**src/rtl/at_response_matcher_top_macros.svh**
```systemverilog
// Assertion helpers shared by the matcher RTL.
// Both expect clk and rst_n in scope; checks are off while reset is low.
`ifndef AT_RESPONSE_MATCHER_TOP_MACROS_SVH
`define AT_RESPONSE_MATCHER_TOP_MACROS_SVH

// consequent checked in the same cycle as the antecedent
`define ATRM_ASSERT_SAME(label, ante, cons, msg) \
    label: assert property (@(posedge clk) disable iff (!rst_n) (ante) |-> (cons)) \
        else $error(msg);

// consequent checked in the cycle after the antecedent
`define ATRM_ASSERT_NEXT(label, ante, cons, msg) \
    label: assert property (@(posedge clk) disable iff (!rst_n) (ante) |=> (cons)) \
        else $error(msg);

`endif

```
**src/rtl/atrm_pkg.sv**
```systemverilog
`default_nettype none

package atrm_pkg;

    // sizing
    localparam int MAX_EXPECT   = 16;
    localparam int BUF_BYTES    = 512;
    localparam int EXP_SLOTS    = (MAX_EXPECT < 16) ? MAX_EXPECT : 16;
    localparam int ERR_MAX_LEN  = 10;
    localparam int WIN_DEPTH    = (EXP_SLOTS > ERR_MAX_LEN) ? EXP_SLOTS : ERR_MAX_LEN;
    localparam int CAPACITY     = BUF_BYTES - 1;
    localparam int CNT_W        = $clog2(BUF_BYTES);
    localparam int LEN_W        = 5;
    localparam int CMP_W        = (CNT_W > LEN_W) ? CNT_W : LEN_W;
    localparam int TICK_W       = 32;
    localparam int SHOWN_W      = 9;
    localparam int SHOWN_MAX    = (1 << SHOWN_W) - 1;
    localparam int QDEPTH       = 2;
    localparam int QPTR_W       = (QDEPTH > 1) ? $clog2(QDEPTH) : 1;
    localparam int QCNT_W       = $clog2(QDEPTH + 1);
    localparam int DATA_W       = 64;
    localparam int ADDR_W       = 5;

    // input operation codes
    localparam logic [1:0] OP_RESTART = 2'd0;
    localparam logic [1:0] OP_BYTE    = 2'd1;
    localparam logic [1:0] OP_TICK    = 2'd2;

    // register indexes (byte address is 8 * index)
    localparam logic [1:0] REG_EXP_LO  = 2'd0;
    localparam logic [1:0] REG_EXP_HI  = 2'd1;
    localparam logic [1:0] REG_EXP_LEN = 2'd2;
    localparam logic [1:0] REG_TIMEOUT = 2'd3;

    // register reset values
    localparam logic [LEN_W-1:0]  EXP_LEN_RST = LEN_W'(2);
    localparam logic [TICK_W-1:0] TIMEOUT_RST = TICK_W'(1000);

    // fixed error replies, first character at index 0
    localparam int ERR_CRLF_LEN = 9;
    localparam int ERR_CMX_LEN  = 10;
    localparam logic [7:0] ERR_CRLF [ERR_CRLF_LEN] =
        '{8'h0D, 8'h0A, 8'h45, 8'h52, 8'h52, 8'h4F, 8'h52, 8'h0D, 8'h0A};
    localparam logic [7:0] ERR_CME [ERR_CMX_LEN] =
        '{8'h2B, 8'h43, 8'h4D, 8'h45, 8'h20, 8'h45, 8'h52, 8'h52, 8'h4F, 8'h52};
    localparam logic [7:0] ERR_CMS [ERR_CMX_LEN] =
        '{8'h2B, 8'h43, 8'h4D, 8'h53, 8'h20, 8'h45, 8'h52, 8'h52, 8'h4F, 8'h52};

    typedef enum logic [1:0] {
        V_PENDING = 2'd0,
        V_FOUND   = 2'd1,
        V_ERROR   = 2'd2,
        V_TIMEOUT = 2'd3
    } verdict_t;

    typedef enum logic [1:0] {
        K_RESTART,
        K_BYTE,
        K_TICK,
        K_NOP
    } kind_t;

    // classified item as held in the queue
    typedef struct packed {
        kind_t      kind;
        logic [7:0] rx_byte;
    } item_t;

    // queue head as seen by the back end
    typedef struct packed {
        logic  valid;
        item_t item;
    } q_head_t;

    typedef logic [EXP_SLOTS-1:0][7:0] pat_t;
    typedef logic [WIN_DEPTH-1:0][7:0] win_t;

    // prepared match settings
    typedef struct packed {
        pat_t               pat_rev;   // slot i holds expected byte len-1-i
        logic [EXP_SLOTS-1:0] mask;
        logic [LEN_W-1:0]   eff_len;
        logic [TICK_W-1:0]  timeout;
    } cfg_t;

endpackage

`default_nettype wire

```
**src/rtl/atrm_ifs.sv**
```systemverilog
`default_nettype none

// request channel: operation plus received byte
interface atrm_item_if;
    import atrm_pkg::*;
    logic       valid;
    logic       ready;
    logic [1:0] op;
    logic [7:0] rx_byte;
    modport source (output valid, output op, output rx_byte, input ready);
    modport sink   (input valid, input op, input rx_byte, output ready);
endinterface

// result channel: verdict plus stored byte count
interface atrm_result_if;
    import atrm_pkg::*;
    logic               valid;
    logic               ready;
    logic [1:0]         verdict;
    logic [SHOWN_W-1:0] stored_bytes;
    modport source (output valid, output verdict, output stored_bytes, input ready);
    modport sink   (input valid, input verdict, input stored_bytes, output ready);
endinterface

`default_nettype wire

```
**src/rtl/atrm_cfg.sv**
```systemverilog
`default_nettype none

module atrm_cfg (
    input  wire logic                       clk,
    input  wire logic                       rst_n,
    input  wire logic                       psel,
    input  wire logic                       penable,
    input  wire logic                       pwrite,
    input  wire logic [atrm_pkg::ADDR_W-1:0] paddr,
    input  wire logic [atrm_pkg::DATA_W-1:0] pwdata,
    output logic      [atrm_pkg::DATA_W-1:0] prdata,
    output logic                            pready,
    output atrm_pkg::cfg_t                  cfg
);
    import atrm_pkg::*;

    logic [DATA_W-1:0]    exp_lo_reg;
    logic [DATA_W-1:0]    exp_hi_reg;
    logic [LEN_W-1:0]     exp_len_reg;
    logic [TICK_W-1:0]    tmo_reg;
    logic [LEN_W-1:0]     eff_len_reg;
    logic [LEN_W-1:0]     eff_len_next;
    pat_t                 pat_reg;
    pat_t                 pat_next;
    logic [EXP_SLOTS-1:0] mask_reg;
    logic [EXP_SLOTS-1:0] mask_next;
    logic [15:0][7:0]     exp_b;
    logic [LEN_W-1:0]     lim;
    logic [LEN_W-1:0]     src_idx;
    logic [1:0]           reg_idx;
    logic                 wr_en;

    assign pready  = 1'b1;
    assign reg_idx = paddr[ADDR_W-1:3];
    assign wr_en   = psel && penable && pwrite && pready;
    assign exp_b   = {exp_hi_reg, exp_lo_reg};

    // register writes
    always_ff @(posedge clk or negedge rst_n)
    begin
        if (!rst_n)
        begin
            exp_lo_reg  <= '0;
            exp_hi_reg  <= '0;
            exp_len_reg <= EXP_LEN_RST;
            tmo_reg     <= TIMEOUT_RST;
        end
        else if (wr_en)
        begin
            case (reg_idx)
                REG_EXP_LO:  exp_lo_reg  <= pwdata;
                REG_EXP_HI:  exp_hi_reg  <= pwdata;
                REG_EXP_LEN: exp_len_reg <= pwdata[LEN_W-1:0];
                REG_TIMEOUT: tmo_reg     <= pwdata[TICK_W-1:0];
                default:     ;
            endcase
        end
    end

    // read back
    always_comb
    begin
        case (reg_idx)
            REG_EXP_LO:  prdata = exp_lo_reg;
            REG_EXP_HI:  prdata = exp_hi_reg;
            REG_EXP_LEN: prdata = DATA_W'(exp_len_reg);
            REG_TIMEOUT: prdata = DATA_W'(tmo_reg);
            default:     prdata = '0;
        endcase
    end

    // effective length, cut short at the first NUL byte
    always_comb
    begin
        lim = (exp_len_reg > LEN_W'(EXP_SLOTS)) ? LEN_W'(EXP_SLOTS) : exp_len_reg;
        eff_len_next = lim;
        for (int k = EXP_SLOTS - 1; k >= 0; k--)
        begin
            if ((LEN_W'(k) < lim) && (exp_b[k] == 8'h00))
                eff_len_next = LEN_W'(k);
        end
    end

    // pattern reversed so slot 0 lines up with the newest byte
    always_comb
    begin
        pat_next  = '0;
        mask_next = '0;
        src_idx   = '0;
        for (int i = 0; i < EXP_SLOTS; i++)
        begin
            src_idx = eff_len_next - LEN_W'(i + 1);
            if (LEN_W'(i) < eff_len_next)
            begin
                pat_next[i]  = exp_b[src_idx[3:0]];
                mask_next[i] = 1'b1;
            end
        end
    end

    always_ff @(posedge clk or negedge rst_n)
    begin
        if (!rst_n)
        begin
            eff_len_reg <= '0;
            mask_reg    <= '0;
        end
        else
        begin
            eff_len_reg <= eff_len_next;
            mask_reg    <= mask_next;
        end
    end

    always_ff @(posedge clk)
    begin
        pat_reg <= pat_next;
    end

    assign cfg.pat_rev = pat_reg;
    assign cfg.mask    = mask_reg;
    assign cfg.eff_len = eff_len_reg;
    assign cfg.timeout = tmo_reg;

endmodule

`default_nettype wire

```
**src/rtl/atrm_front.sv**
```systemverilog
`default_nettype none

module atrm_front (
    input  wire logic        clk,
    input  wire logic        rst_n,
    atrm_item_if.sink        items,
    input  wire logic        pop,
    output atrm_pkg::q_head_t head
);
    import atrm_pkg::*;

    item_t             q_reg [QDEPTH];
    logic [QPTR_W-1:0] wr_ptr_reg;
    logic [QPTR_W-1:0] wr_ptr_next;
    logic [QPTR_W-1:0] rd_ptr_reg;
    logic [QPTR_W-1:0] rd_ptr_next;
    logic [QCNT_W-1:0] cnt_reg;
    logic [QCNT_W-1:0] cnt_next;
    logic              push;
    logic              do_pop;
    item_t             cls;

    assign items.ready = (cnt_reg != QCNT_W'(QDEPTH));
    assign push        = items.valid && items.ready;
    assign do_pop      = pop && (cnt_reg != '0);

    // classify the incoming transfer
    always_comb
    begin
        cls.rx_byte = items.rx_byte;
        case (items.op)
            OP_RESTART: cls.kind = K_RESTART;
            OP_BYTE:    cls.kind = K_BYTE;
            OP_TICK:    cls.kind = K_TICK;
            default:    cls.kind = K_NOP;
        endcase
    end

    // pointer and fill bookkeeping
    always_comb
    begin
        wr_ptr_next = wr_ptr_reg;
        rd_ptr_next = rd_ptr_reg;
        cnt_next    = cnt_reg;
        if (push)
            wr_ptr_next = (wr_ptr_reg == QPTR_W'(QDEPTH - 1)) ? '0 : wr_ptr_reg + 1'b1;
        if (do_pop)
            rd_ptr_next = (rd_ptr_reg == QPTR_W'(QDEPTH - 1)) ? '0 : rd_ptr_reg + 1'b1;
        if (push && !do_pop)
            cnt_next = cnt_reg + 1'b1;
        else if (!push && do_pop)
            cnt_next = cnt_reg - 1'b1;
    end

    always_ff @(posedge clk or negedge rst_n)
    begin
        if (!rst_n)
        begin
            wr_ptr_reg <= '0;
            rd_ptr_reg <= '0;
            cnt_reg    <= '0;
        end
        else
        begin
            wr_ptr_reg <= wr_ptr_next;
            rd_ptr_reg <= rd_ptr_next;
            cnt_reg    <= cnt_next;
        end
    end

    // queue storage
    always_ff @(posedge clk)
    begin
        if (push)
            q_reg[wr_ptr_reg] <= cls;
    end

    assign head.valid = (cnt_reg != '0);
    assign head.item  = q_reg[rd_ptr_reg];

endmodule

`default_nettype wire

```
**src/rtl/atrm_back.sv**
```systemverilog
`default_nettype none

`include "at_response_matcher_top_macros.svh"

module atrm_back (
    input  wire logic              clk,
    input  wire logic              rst_n,
    input  wire atrm_pkg::cfg_t    cfg,
    input  wire atrm_pkg::q_head_t head,
    output logic                   pop,
    atrm_result_if.source          results
);
    import atrm_pkg::*;

    win_t               win_reg;
    win_t               win_next;
    logic [CNT_W-1:0]   cnt_reg;
    logic [CNT_W-1:0]   cnt_next;
    logic [TICK_W-1:0]  ela_reg;
    logic [TICK_W-1:0]  ela_next;
    logic [TICK_W-1:0]  ela_inc;
    verdict_t           held_reg;
    verdict_t           held_next;
    logic               nul_reg;
    logic               nul_next;
    logic               ov_reg;
    logic               ov_next;
    verdict_t           verdict_reg;
    logic [SHOWN_W-1:0] shown_reg;
    logic [SHOWN_W-1:0] shown_next;

    win_t               sh_win;
    logic [CNT_W-1:0]   sh_cnt;
    logic               sh_nul;
    logic               exp_hit;
    logic               crlf_hit;
    logic               cme_hit;
    logic               cms_hit;

    // take the next item whenever the output register is free or draining
    assign pop = head.valid && (!ov_reg || results.ready);

    // byte stored into the window unless capacity is reached
    always_comb
    begin
        sh_win = win_reg;
        sh_cnt = cnt_reg;
        sh_nul = nul_reg;
        if (cnt_reg < CNT_W'(CAPACITY))
        begin
            sh_win = {win_reg[WIN_DEPTH-2:0], head.item.rx_byte};
            sh_cnt = cnt_reg + 1'b1;
            if (head.item.rx_byte == 8'h00)
                sh_nul = 1'b1;
        end
    end

    // tail compares on the updated window, all slots in parallel
    always_comb
    begin
        exp_hit  = (CMP_W'(sh_cnt) >= CMP_W'(cfg.eff_len));
        crlf_hit = (CMP_W'(sh_cnt) >= CMP_W'(ERR_CRLF_LEN));
        cme_hit  = (CMP_W'(sh_cnt) >= CMP_W'(ERR_CMX_LEN));
        cms_hit  = cme_hit;
        for (int i = 0; i < EXP_SLOTS; i++)
        begin
            if (cfg.mask[i] && (sh_win[i] != cfg.pat_rev[i]))
                exp_hit = 1'b0;
        end
        for (int i = 0; i < ERR_CRLF_LEN; i++)
        begin
            if (sh_win[i] != ERR_CRLF[ERR_CRLF_LEN-1-i])
                crlf_hit = 1'b0;
        end
        for (int i = 0; i < ERR_CMX_LEN; i++)
        begin
            if (sh_win[i] != ERR_CME[ERR_CMX_LEN-1-i])
                cme_hit = 1'b0;
            if (sh_win[i] != ERR_CMS[ERR_CMX_LEN-1-i])
                cms_hit = 1'b0;
        end
    end

    // saturating tick count
    assign ela_inc = (ela_reg == '1) ? ela_reg : ela_reg + 1'b1;

    // state update for the item at the queue head
    always_comb
    begin
        win_next  = win_reg;
        cnt_next  = cnt_reg;
        ela_next  = ela_reg;
        held_next = held_reg;
        nul_next  = nul_reg;
        case (head.item.kind)
            K_RESTART:
            begin
                win_next  = '0;
                cnt_next  = '0;
                ela_next  = '0;
                nul_next  = 1'b0;
                held_next = (cfg.timeout == '0) ? V_TIMEOUT : V_PENDING;
            end
            K_BYTE:
            begin
                if (held_reg == V_PENDING)
                begin
                    if (ela_reg >= cfg.timeout)
                        held_next = V_TIMEOUT;
                    else
                    begin
                        win_next = sh_win;
                        cnt_next = sh_cnt;
                        nul_next = sh_nul;
                        if (cfg.eff_len == '0)
                            held_next = V_FOUND;
                        else if (!sh_nul)
                        begin
                            if (exp_hit)
                                held_next = V_FOUND;
                            else if (crlf_hit || cme_hit || cms_hit)
                                held_next = V_ERROR;
                        end
                    end
                end
            end
            K_TICK:
            begin
                if (held_reg == V_PENDING)
                begin
                    ela_next = ela_inc;
                    if (ela_inc >= cfg.timeout)
                        held_next = V_TIMEOUT;
                end
            end
            default: ;
        endcase
    end

    // result register
    always_comb
    begin
        ov_next    = ov_reg;
        shown_next = (cnt_next > CNT_W'(SHOWN_MAX)) ? SHOWN_W'(SHOWN_MAX) : SHOWN_W'(cnt_next);
        if (pop)
            ov_next = 1'b1;
        else if (results.ready)
            ov_next = 1'b0;
    end

    always_ff @(posedge clk or negedge rst_n)
    begin
        if (!rst_n)
        begin
            win_reg  <= '0;
            cnt_reg  <= '0;
            ela_reg  <= '0;
            held_reg <= V_PENDING;
            nul_reg  <= 1'b0;
            ov_reg   <= 1'b0;
        end
        else
        begin
            ov_reg <= ov_next;
            if (pop)
            begin
                win_reg  <= win_next;
                cnt_reg  <= cnt_next;
                ela_reg  <= ela_next;
                held_reg <= held_next;
                nul_reg  <= nul_next;
            end
        end
    end

    always_ff @(posedge clk)
    begin
        if (pop)
        begin
            verdict_reg <= held_next;
            shown_reg   <= shown_next;
        end
    end

    assign results.valid        = ov_reg;
    assign results.verdict      = verdict_reg;
    assign results.stored_bytes = shown_reg;

    // checks
    `ATRM_ASSERT_NEXT(a_held_sticks,
        pop && (head.item.kind != K_RESTART) && (held_reg != V_PENDING),
        held_reg == $past(held_reg), "verdict changed after it was settled")
    `ATRM_ASSERT_SAME(a_cnt_cap, 1'b1, cnt_reg <= CNT_W'(CAPACITY),
        "stored byte count beyond capacity")
    `ATRM_ASSERT_NEXT(a_restart_clears, pop && (head.item.kind == K_RESTART),
        (cnt_reg == '0) && (ela_reg == '0) && !nul_reg, "restart left state behind")
    `ATRM_ASSERT_NEXT(a_result_tracks, pop,
        ov_reg && (verdict_reg == held_reg), "result does not show the held verdict")

endmodule

`default_nettype wire

```
**src/rtl/at_response_matcher_top.sv**
```systemverilog
`default_nettype none

// Channel   Dir   Payload                          Transfer when
// items     in    op[1:0], rx_byte[7:0]            items.valid & items.ready
// results   out   verdict[1:0], stored_bytes[8:0]  results.valid & results.ready
// apb       in    paddr[4:0], pwdata/prdata[63:0]  psel & penable & pwrite (write)
//
// One item per cycle sustained while results are taken; each item waits in the two-entry queue
// and its result is registered as it leaves.
// The back end's combinational window compare sets the rate.
// Timeout writes reach the matcher straight from their register; the expected string and
// length pass through a second register (pattern, mask, effective length) after the write.
// rst_n clears all control state asynchronously; the registers return to defaults.
// A stalled result blocks the back end only; the queue keeps taking items until full.

module at_response_matcher_top (
    input  wire logic                        clk,
    input  wire logic                        rst_n,
    atrm_item_if.sink                        items,
    atrm_result_if.source                    results,
    input  wire logic                        psel,
    input  wire logic                        penable,
    input  wire logic                        pwrite,
    input  wire logic [atrm_pkg::ADDR_W-1:0] paddr,
    input  wire logic [atrm_pkg::DATA_W-1:0] pwdata,
    output logic      [atrm_pkg::DATA_W-1:0] prdata,
    output logic                             pready
);
    import atrm_pkg::*;

    cfg_t    cfg;
    q_head_t head;
    logic    pop;

    atrm_cfg u_cfg (
        .clk     (clk),
        .rst_n   (rst_n),
        .psel    (psel),
        .penable (penable),
        .pwrite  (pwrite),
        .paddr   (paddr),
        .pwdata  (pwdata),
        .prdata  (prdata),
        .pready  (pready),
        .cfg     (cfg)
    );

    atrm_front u_front (
        .clk   (clk),
        .rst_n (rst_n),
        .items (items),
        .pop   (pop),
        .head  (head)
    );

    atrm_back u_back (
        .clk     (clk),
        .rst_n   (rst_n),
        .cfg     (cfg),
        .head    (head),
        .pop     (pop),
        .results (results)
    );

endmodule

`default_nettype wire

```
**src/flat_wrapper.sv**
```systemverilog
// flat-port wrapper written by rule: the top's interface ports become plain ports
module at_response_matcher_top_flat import atrm_pkg::*;
  (clk, rst_n, psel, penable, pwrite, paddr, pwdata, prdata, pready, items_valid, items_op, items_rx_byte, items_ready, results_valid, results_verdict, results_stored_bytes, results_ready);
  atrm_item_if items_i ();
  atrm_result_if results_i ();
  input  wire logic clk;
  input  wire logic rst_n;
  input  wire logic psel;
  input  wire logic penable;
  input  wire logic pwrite;
  input  wire logic [atrm_pkg::ADDR_W-1:0] paddr;
  input  wire logic [atrm_pkg::DATA_W-1:0] pwdata;
  output logic      [atrm_pkg::DATA_W-1:0] prdata;
  output logic pready;
  input wire logic [$bits(items_i.valid)-1:0] items_valid;
  input wire logic [$bits(items_i.op)-1:0] items_op;
  input wire logic [$bits(items_i.rx_byte)-1:0] items_rx_byte;
  output wire logic [$bits(items_i.ready)-1:0] items_ready;
  output wire logic [$bits(results_i.valid)-1:0] results_valid;
  output wire logic [$bits(results_i.verdict)-1:0] results_verdict;
  output wire logic [$bits(results_i.stored_bytes)-1:0] results_stored_bytes;
  input wire logic [$bits(results_i.ready)-1:0] results_ready;
  assign items_i.valid = items_valid;
  assign items_i.op = items_op;
  assign items_i.rx_byte = items_rx_byte;
  assign items_ready = items_i.ready;
  assign results_valid = results_i.valid;
  assign results_verdict = results_i.verdict;
  assign results_stored_bytes = results_i.stored_bytes;
  assign results_i.ready = results_ready;
  at_response_matcher_top u_core (.clk(clk), .rst_n(rst_n), .items(items_i), .results(results_i), .psel(psel), .penable(penable), .pwrite(pwrite), .paddr(paddr), .pwdata(pwdata), .prdata(prdata), .pready(pready));
endmodule
```
**config.mk**
```make
export PLATFORM = sky130hd
export DESIGN_NAME = at_response_matcher_top_flat
export DESIGN_NICKNAME = d
export VERILOG_FILES = /design/src/rtl/atrm_pkg.sv /design/src/rtl/atrm_ifs.sv /design/src/rtl/atrm_cfg.sv /design/src/rtl/atrm_front.sv /design/src/rtl/atrm_back.sv /design/src/rtl/at_response_matcher_top.sv /design/src/flat_wrapper.sv
export VERILOG_INCLUDE_DIRS = /design/src /design/src/rtl
export SDC_FILE = /design/constraint.sdc
export NUM_CORES = 1
export LEC_CHECK = 0
export CORE_MARGIN = 1.5
export CORE_UTILIZATION = 59
export DETAILED_ROUTE_END_ITERATION = 10
export DONT_BUFFER_PORTS = 1
export PLACE_DENSITY_LB_ADDON = 0.1
export SETUP_SLACK_MARGIN = 0.4
export SYNTH_ARGS = -nofsm -noshare
export SYNTH_HDL_FRONTEND = slang
export SYNTH_SLANG_ARGS = --single-unit
export TNS_END_PERCENT = 100
```
**constraint.sdc**
```tcl
create_clock -name clk -period 4.3 [get_ports clk]
set_input_delay 0.645 -clock clk [delete_from_list [all_inputs] [get_ports clk]]
set_output_delay 0.645 -clock clk [all_outputs]
set_load 0.1 [all_outputs]
```
# ---- Yosys cells after proc, flatten, opt, wreduce, memory -nomap -nowiden
# Memory sizes are Yosys's and may differ from the RTL's.
# Cells that the tools add are included.
dict set report totals {
  reg_bits 502
  ram_bits 20
  in_bits 86
  out_inout_bits 78
  wordCells 392
  memories 1
}
# name depth word_bits rd rd_clocked_by_memory_dff write_ports line_no
set memory_table {}
lappend memory_table {u_core.u_front.q_reg 2 10 1 0 1 atrm_front.sv:12} ;# item_t q_reg [QDEPTH];
dict set report classes {
  addsub 22
  order_cmp 56
  n_eq_ne 46
  muxes 140
  reduce_logical 79
}
# op n
set ops {}
lappend ops {{binary-select mux 8 bit (select 4 bit)} 16}
lappend ops {{two-way mux 128 bit} 3}
lappend ops {{case mux 128 bit (2 select lines)} 1}
lappend ops {{case mux 64 bit (4 select lines)} 1}
lappend ops {{logical NOT 8 bit} 17}
lappend ops {{two-way mux 8 bit} 16}
lappend ops {{inequality test 8 bit} 16}
lappend ops {{inequality test 8 x 7 -> 1 bit, second input constant} 12}
lappend ops {{two-way mux 5 bit} 17}
lappend ops {{< comparator 4 x 5 -> 1 bit, first input constant} 16}
lappend ops {{< comparator 4 x 5 -> 1 bit, second input constant} 16}
lappend ops {{two-way mux 1 bit} 65}
lappend ops {{greater-or-equal comparator 32 bit} 2}
lappend ops {{two-way mux 32 bit} 2}
lappend ops {{case mux 32 bit (2 select lines)} 1}
lappend ops {{< comparator 3 x 5 -> 1 bit, first input constant} 8}
lappend ops {{logical AND 1 bit} 39}
lappend ops {{adder 32 x 1 -> 32 bit, second input constant} 1}
lappend ops {{equality test 32 bit, second input constant} 1}
lappend ops {{logical NOT 32 bit} 1}
lappend ops {{inequality test 8 x 4 -> 1 bit, second input constant} 4}
lappend ops {{subtractor 4 bit, second input constant} 8}
lappend ops {{two-way mux 9 bit} 3}
lappend ops {{two-way mux 2 bit} 11}
lappend ops {{other kinds (29)} 66}

# ---- Longest topological paths before layout
dict set report depth {
  depth_word 26
  mapped_depth 21
  depth_no_buf 20
}

# ---- Hierarchy
# A second synthesis with hierarchy kept.
dict set report unflattened {
  hier_cells 3273
  area_unflattened_um2 33517.1
}
# mod n_inst cells_each area_each_um2 seq_area_each_um2
set by_module_without_submodules {}
lappend by_module_without_submodules {atrm_cfg 1 1771 19004.5 7200.7}
lappend by_module_without_submodules {atrm_back 1 1451 13573.0 4659.5}
lappend by_module_without_submodules {atrm_front 1 51 939.7 700.7}

# ---- Worst setup path before layout
# Ideal clock, no wire load.
dict set report synth_timing {
  path_type {register to register}
  startpoint {reg u_core.u_cfg.exp_hi_reg[61]}
  endpoint {reg u_core.u_cfg.pat_reg, in the netlist u_core.u_cfg.cfg[103]}
  setup_ns 0.078
  arrival_ns 4.358
  required_ns 4.222
  path_slack_ns -0.136
  stages_incl_launch_ff 16
  path_buffers 6
  period_less_slack_ns 4.436
  path_cell_list {dfrtp_1 -> or4_1 -> nor2_1 -> nor2_1 -> a211o_1 -> a311o_1 -> a21o_1 -> clkbuf_1 -> clkbuf_1 -> clkbuf_1 -> ha_1 -> clkbuf_1 -> clkbuf_1 -> clkbuf_1 -> mux4_2 -> o22ai_1}
}
dict set report synth_via {
  elab_chain_cells 21
  word_cells_on_any_way 22
  cone_classes {1 x add/sub; 1 x order compare; 18 x mux; 2 x reduce/logical}
}
# element line_no
set synth_rtl {}
lappend synth_rtl {{from (decl)} atrm_cfg.sv:18} ;# logic [DATA_W-1:0] exp_hi_reg;
lappend synth_rtl {{from (signal assigned)} atrm_cfg.sv:52} ;# REG_EXP_HI: exp_hi_reg <= pwdata;
lappend synth_rtl {{logical NOT 8 bit (*)} atrm_cfg.sv:79} ;# if ((LEN_W'(k) < lim) && (exp_b[k] == 8'h00))
lappend synth_rtl {{logical AND 1 bit (*)} atrm_cfg.sv:79}
lappend synth_rtl {{two-way mux 5 bit (*) (16 in series)} atrm_cfg.sv:79}
lappend synth_rtl {{subtractor 4 x 3 -> 4 bit} atrm_cfg.sv:92} ;# src_idx = eff_len_next - LEN_W'(i + 1);
lappend synth_rtl {{binary-select mux 8 bit (select 4 bit)} atrm_cfg.sv:95} ;# pat_next[i] = exp_b[src_idx[3:0]];
lappend synth_rtl {{two-way mux 8 bit (not written as such)} atrm_cfg.sv:95}
lappend synth_rtl {{to (signal assigned)} atrm_cfg.sv:117} ;# pat_reg <= pat_next;
lappend synth_rtl {{to (decl)} atrm_cfg.sv:23} ;# pat_t pat_reg;
# Every way passes the cells marked *; elsewhere a longest branch is shown, timed or not. The select of a mux whose other input is x is not followed.
# A chain may end at the register's enable or synchronous reset.

# ---- Worst setup path in the final report
dict set report layout_timing {
  startpoint {reg u_core.u_back.ela_reg[0]}
  endpoint {reg u_core.u_back.verdict_reg[0], in the netlist u_core.u_back.results.verdict[0], data pin}
}
dict set report layout_via {
  elab_chain_cells 6
  word_cells_on_any_way 10
  cone_classes {1 x add/sub; 2 x order compare; 1 x eq/ne; 6 x mux}
}
# element line_no
set layout_rtl {}
lappend layout_rtl {{from (decl)} atrm_back.sv:19} ;# logic [TICK_W-1:0] ela_reg;
lappend layout_rtl {{from (signal assigned)} atrm_back.sv:169} ;# ela_reg <= ela_next;
lappend layout_rtl {{adder 32 x 1 -> 32 bit / equality test 32 bit (equally long branches)} atrm_back.sv:85} ;# assign ela_inc = (ela_reg == '1) ? ela_reg : ela_reg + 1'b1;
lappend layout_rtl {{two-way mux 32 bit} atrm_back.sv:85}
lappend layout_rtl {{greater-or-equal comparator 32 bit} atrm_back.sv:132} ;# if (ela_inc >= cfg.timeout)
lappend layout_rtl {{two-way mux 2 bit} atrm_back.sv:132}
lappend layout_rtl {{two-way mux 2 bit} atrm_back.sv:129} ;# if (held_reg == V_PENDING)
lappend layout_rtl {{case mux 2 bit (3 select lines) (*)} atrm_back.sv:95} ;# case (head.item.kind)
lappend layout_rtl {{named net u_core.u_back.held_next[0]} atrm_back.sv:23} ;# verdict_t held_next;
lappend layout_rtl {{to (signal assigned)} atrm_back.sv:180} ;# verdict_reg <= held_next;
lappend layout_rtl {{to (decl)} atrm_back.sv:28} ;# verdict_t verdict_reg;
# The timed path passes the listed nets; every way through them passes the cells marked *.

==> summary.txt <==
Logic synthesis
  • Post-synth top area share: 0.2853
  • Flops & latches, synth: 521
  • Net Count, Synth: 3,257
  • Post-synthesis sequential area ratio: 0.4033
  • Async set-or-reset flop fraction in the synthesized netlist: 0.6948
  • Synth unique cells: 80
  • Warnings, synthesis: 0
  • Top cells by area, synth: dfrtp_1 (29%), mux2i_1 (10%), dfxtp_1 (8.2%)
  • Post-synth EDFFs: 31
  • Synth Flop Type: dfrtp_1
  • Yosys top cell by area: dfrtp_1
  • Cell area after technology mapping: 31,140 um2
  • Synth Instances: 3,092
  • Post-Syn Area per Cell: 10.07 um2

Finish
  • Commonest non-fill, non-tap cell in the layout: dfrtp_1
  • # nets final: 3,363
  • Syn-to-layout area delta: 15.38%
  • FILL cells: 3,954
  • Most frequent cells in the layout: dfrtp_1 (350), mux2i_1 (296), nand2_1 (291), buf_4 (236), a21oi_1 (144)
  • Final Cell Area: 35,930 um2
  • Share of cells above drive strength 1: 0.2306

Detailed routing
  • DRC viols: 0
  • Vias per cell: 7.022
  • ANT nets after route: 0
  • Vias: 27.64k
  • WL final: 118.0 mm
  • DR pass1 iterations: 8
  • WL/cell: roughly 30 um
  • Initial drt markers: 3,513

Clocking
  • CTS sink count: 521
  • Clock H-tree levels: 2
  • Reg clk slew, reported paths: ~0.06 ns
  • CTS Buf Count: 55
  • Root Buffer: clkbuf_16
  • CTS max path bufs: 3
  • Clk Latency, worst-skew pair: 0.64 ns
  • CTS tree: done

Global routing
  • Vias in the first global route: 25.98k
  • First-pass GRT wire length: 170.0 mm
  • Global Route Usage Sum: 0.4257
  • Grt ovf: 0
  • Initial antenna violation count: 2
  • Largest net degree at the start of global routing: 363

Pwr
  • Logic pwr share: 0.613
  • Sw frac: 0.4945
  • Clock Power Share: 0.150
  • Sequential power share: 0.237
  • Psw: 16,300 uW
  • Leakage power: 0.01547 uW
  • Pwr Density: 917.4 nW/um2
  • VDD IR max: 0.5964 mV
  • P_int: ~17,000 uW

Worst setup path
  • Setup CP Type: register to register
  • Largest fanout on the critical path: 6
  • Crit path from: u_core.u_back.ela_reg[0]$_DFFE_PN0P_
  • Flop2flop setup slack: 0.28 ns
  • Worst Setup Start Kind: register
  • Critical Path RT: 4.70 ns
  • Worst setup EP type: register
  • Capturing point of the worst reg2reg path: u_core.u_back.results.verdict[0]$_DFFE_PP_
  • Reg-to-Reg Start: u_core.u_back.ela_reg[0]$_DFFE_PN0P_
  • CP Data Arrival Time: about 4.4 ns
  • Worst reg2reg path depth: 19

Floorplan
  • Num rows: 84
  • Placeable Area: 52,340 um2
  • Chip Width: ~230 um
  • Initial core utilization: 0.5950
  • Top Ports: 164
  • Full die area: 54,170 um2
  • Die Ht: 232.7 um

Placed design
  • Area post-placement: ~33,000 um2
  • Hpwl dp: 86.94 mm
  • Port Buffers: 0
  • RD Place Congestion: 1.087

STA
  • Setup TNS: 0 ns
  • Final setup violation count: 0
  • F_max: about 0.25 GHz
  • WHS: -0.3018 ns
  • Final hold violation count: 355
  • Clock Skews: 0.03845 ns
  • RSZ-0062 raised after global routing: true
  • Minimum clock period: 4.024 ns
  • Max Slew Vio Count: 0
  • Slew HR: 0.1933
  • Crit share post-route: 0.9357
  • Worst slew pin tran: ~1.2 ns

Outcome
  • Failing checks: negative hold slack
  • Status: finished with violations

Run
  • Max Cap Viol: 0

Hold path
  • Min-delay worst type: input pin to async pin
power by group through the flow:
stage / Clock [uW] / Sequential (uW) / Combinational (uW)
finish: 4960 / 7810 / 20200
global route: 5180 / 7840 / 20800
CTS: 4970 / 7710 / 18700
detailed placement: 0 / 7800 / 18600
global placement: 0 / 7740 / 18300
floorplan: 0 / 7250 / 12200
routing by layer:
layer,track usage,vias up,part of all wire
met1,0.5581,13790,0.38
met3,0.09706,372,0.10
li1,-,11760,-
met4,0.2014,4,0.058
met2,0.6678,1716,0.46
met5,0,-,0.00022
timing repair:
action,in CTS,in global routing
setup buffers,15,9
cloned,2,2
endpoints found under the hold margin,359,355
endpoints found under the setup margin,9,90
gates resized for setup,32,76
pin swaps,18,18
area by class of cell:
class                   count  area [um2]  area share
well taps                 688       860.8     0.02396
clock inverters            23       310.3    0.008636
repair buffers            253        2091     0.05819
inverters                  76       295.3    0.008218
flip-flops and latches    521       12570      0.3497
clock buffers              80        1570     0.04370
diodes                      4       10.01   0.0002786
multi-input cells        2291       18230      0.5073
worst max-delay path by stage:
stage                                                  to  cells past startpoint
3_3_place_gp   u_core.u_back.results.verdict[0]$_DFFE_PP_                     12
6_report       u_core.u_back.results.verdict[0]$_DFFE_PP_                     19
5_1_grt        u_core.u_back.results.verdict[1]$_DFFE_PP_                     20
2_1_floorplan             u_core.u_cfg.cfg[76]$_SDFF_PN0_                     14
3_5_place_dp   u_core.u_back.results.verdict[0]$_DFFE_PP_                     12
4_1_cts                   u_core.u_cfg.cfg[70]$_SDFF_PN0_                     13
cell families after synthesis:
logic type / share of synthesized area
buffers and inverters: 0.03821
multiplexers: 0.1990
other: 0.0001204
AO/OA/AOI/OAI: 0.1611
XOR/XNOR: 0.05227
flip-flops: 0.4033
adder cells (fa/ha/maj): 0.03174
AND/OR/NAND/NOR: 0.1142
critical path, cell delays in order (launching register included):
cell and delay [ns]:
dfrtp_1 0.41, ha_2 0.20, and4_4 0.18, nand4_1 0.13, nand4_1 0.22, buf_6 0.20
nor4_4 0.28, nor2b_4 0.21, nand3_2 0.10, xnor2_2 0.19, ha_1 0.28, a21o_1 0.18
a21o_1 0.17, a21oi_1 0.14, o21ai_1 0.10, a21oi_2 0.14, o21ai_2 0.09, a21oi_4 0.26
and3_4 0.24, nor3_2 0.04
cells in the mapped netlist, types with 72 or more instances:
library cell	number
o22ai_1	126
o21ai_0	132
inv_1	73
dfxtp_1	128
mux2i_1	312
ha_1	79
nor2_1	145
xnor2_1	85
dfrtp_1	355
a22o_1	129
xor2_1	99
mux2_2	143
nand3_1	72
a21oi_1	153
nand2_1	296
clkbuf_1	146
stage by stage:
| stage | setup WS [ns] | hold WS, ns | power (uW) | cells | util |
|---|---|---|---|---|---|
| after floorplan | 0.4010 | 0.3494 | 19410 | 3092 | - |
| after global placement | 0.03962 | 0.3561 | 26020 | 3801 | 0.6369 |
| after detailed placement | -0.01137 | 0.3565 | 26370 | 3801 | 0.6369 |
| after CTS | 0.4001 | -0.3214 | 31380 | 3921 | 0.6777 |
| after global routing | 0.04899 | -0.3163 | 33800 | 3932 | 0.6863 |
| final | 0.2763 | -0.3018 | 32970 | 3936 | 0.6865 |
Note: power is estimated with default switching activity, not from simulation.
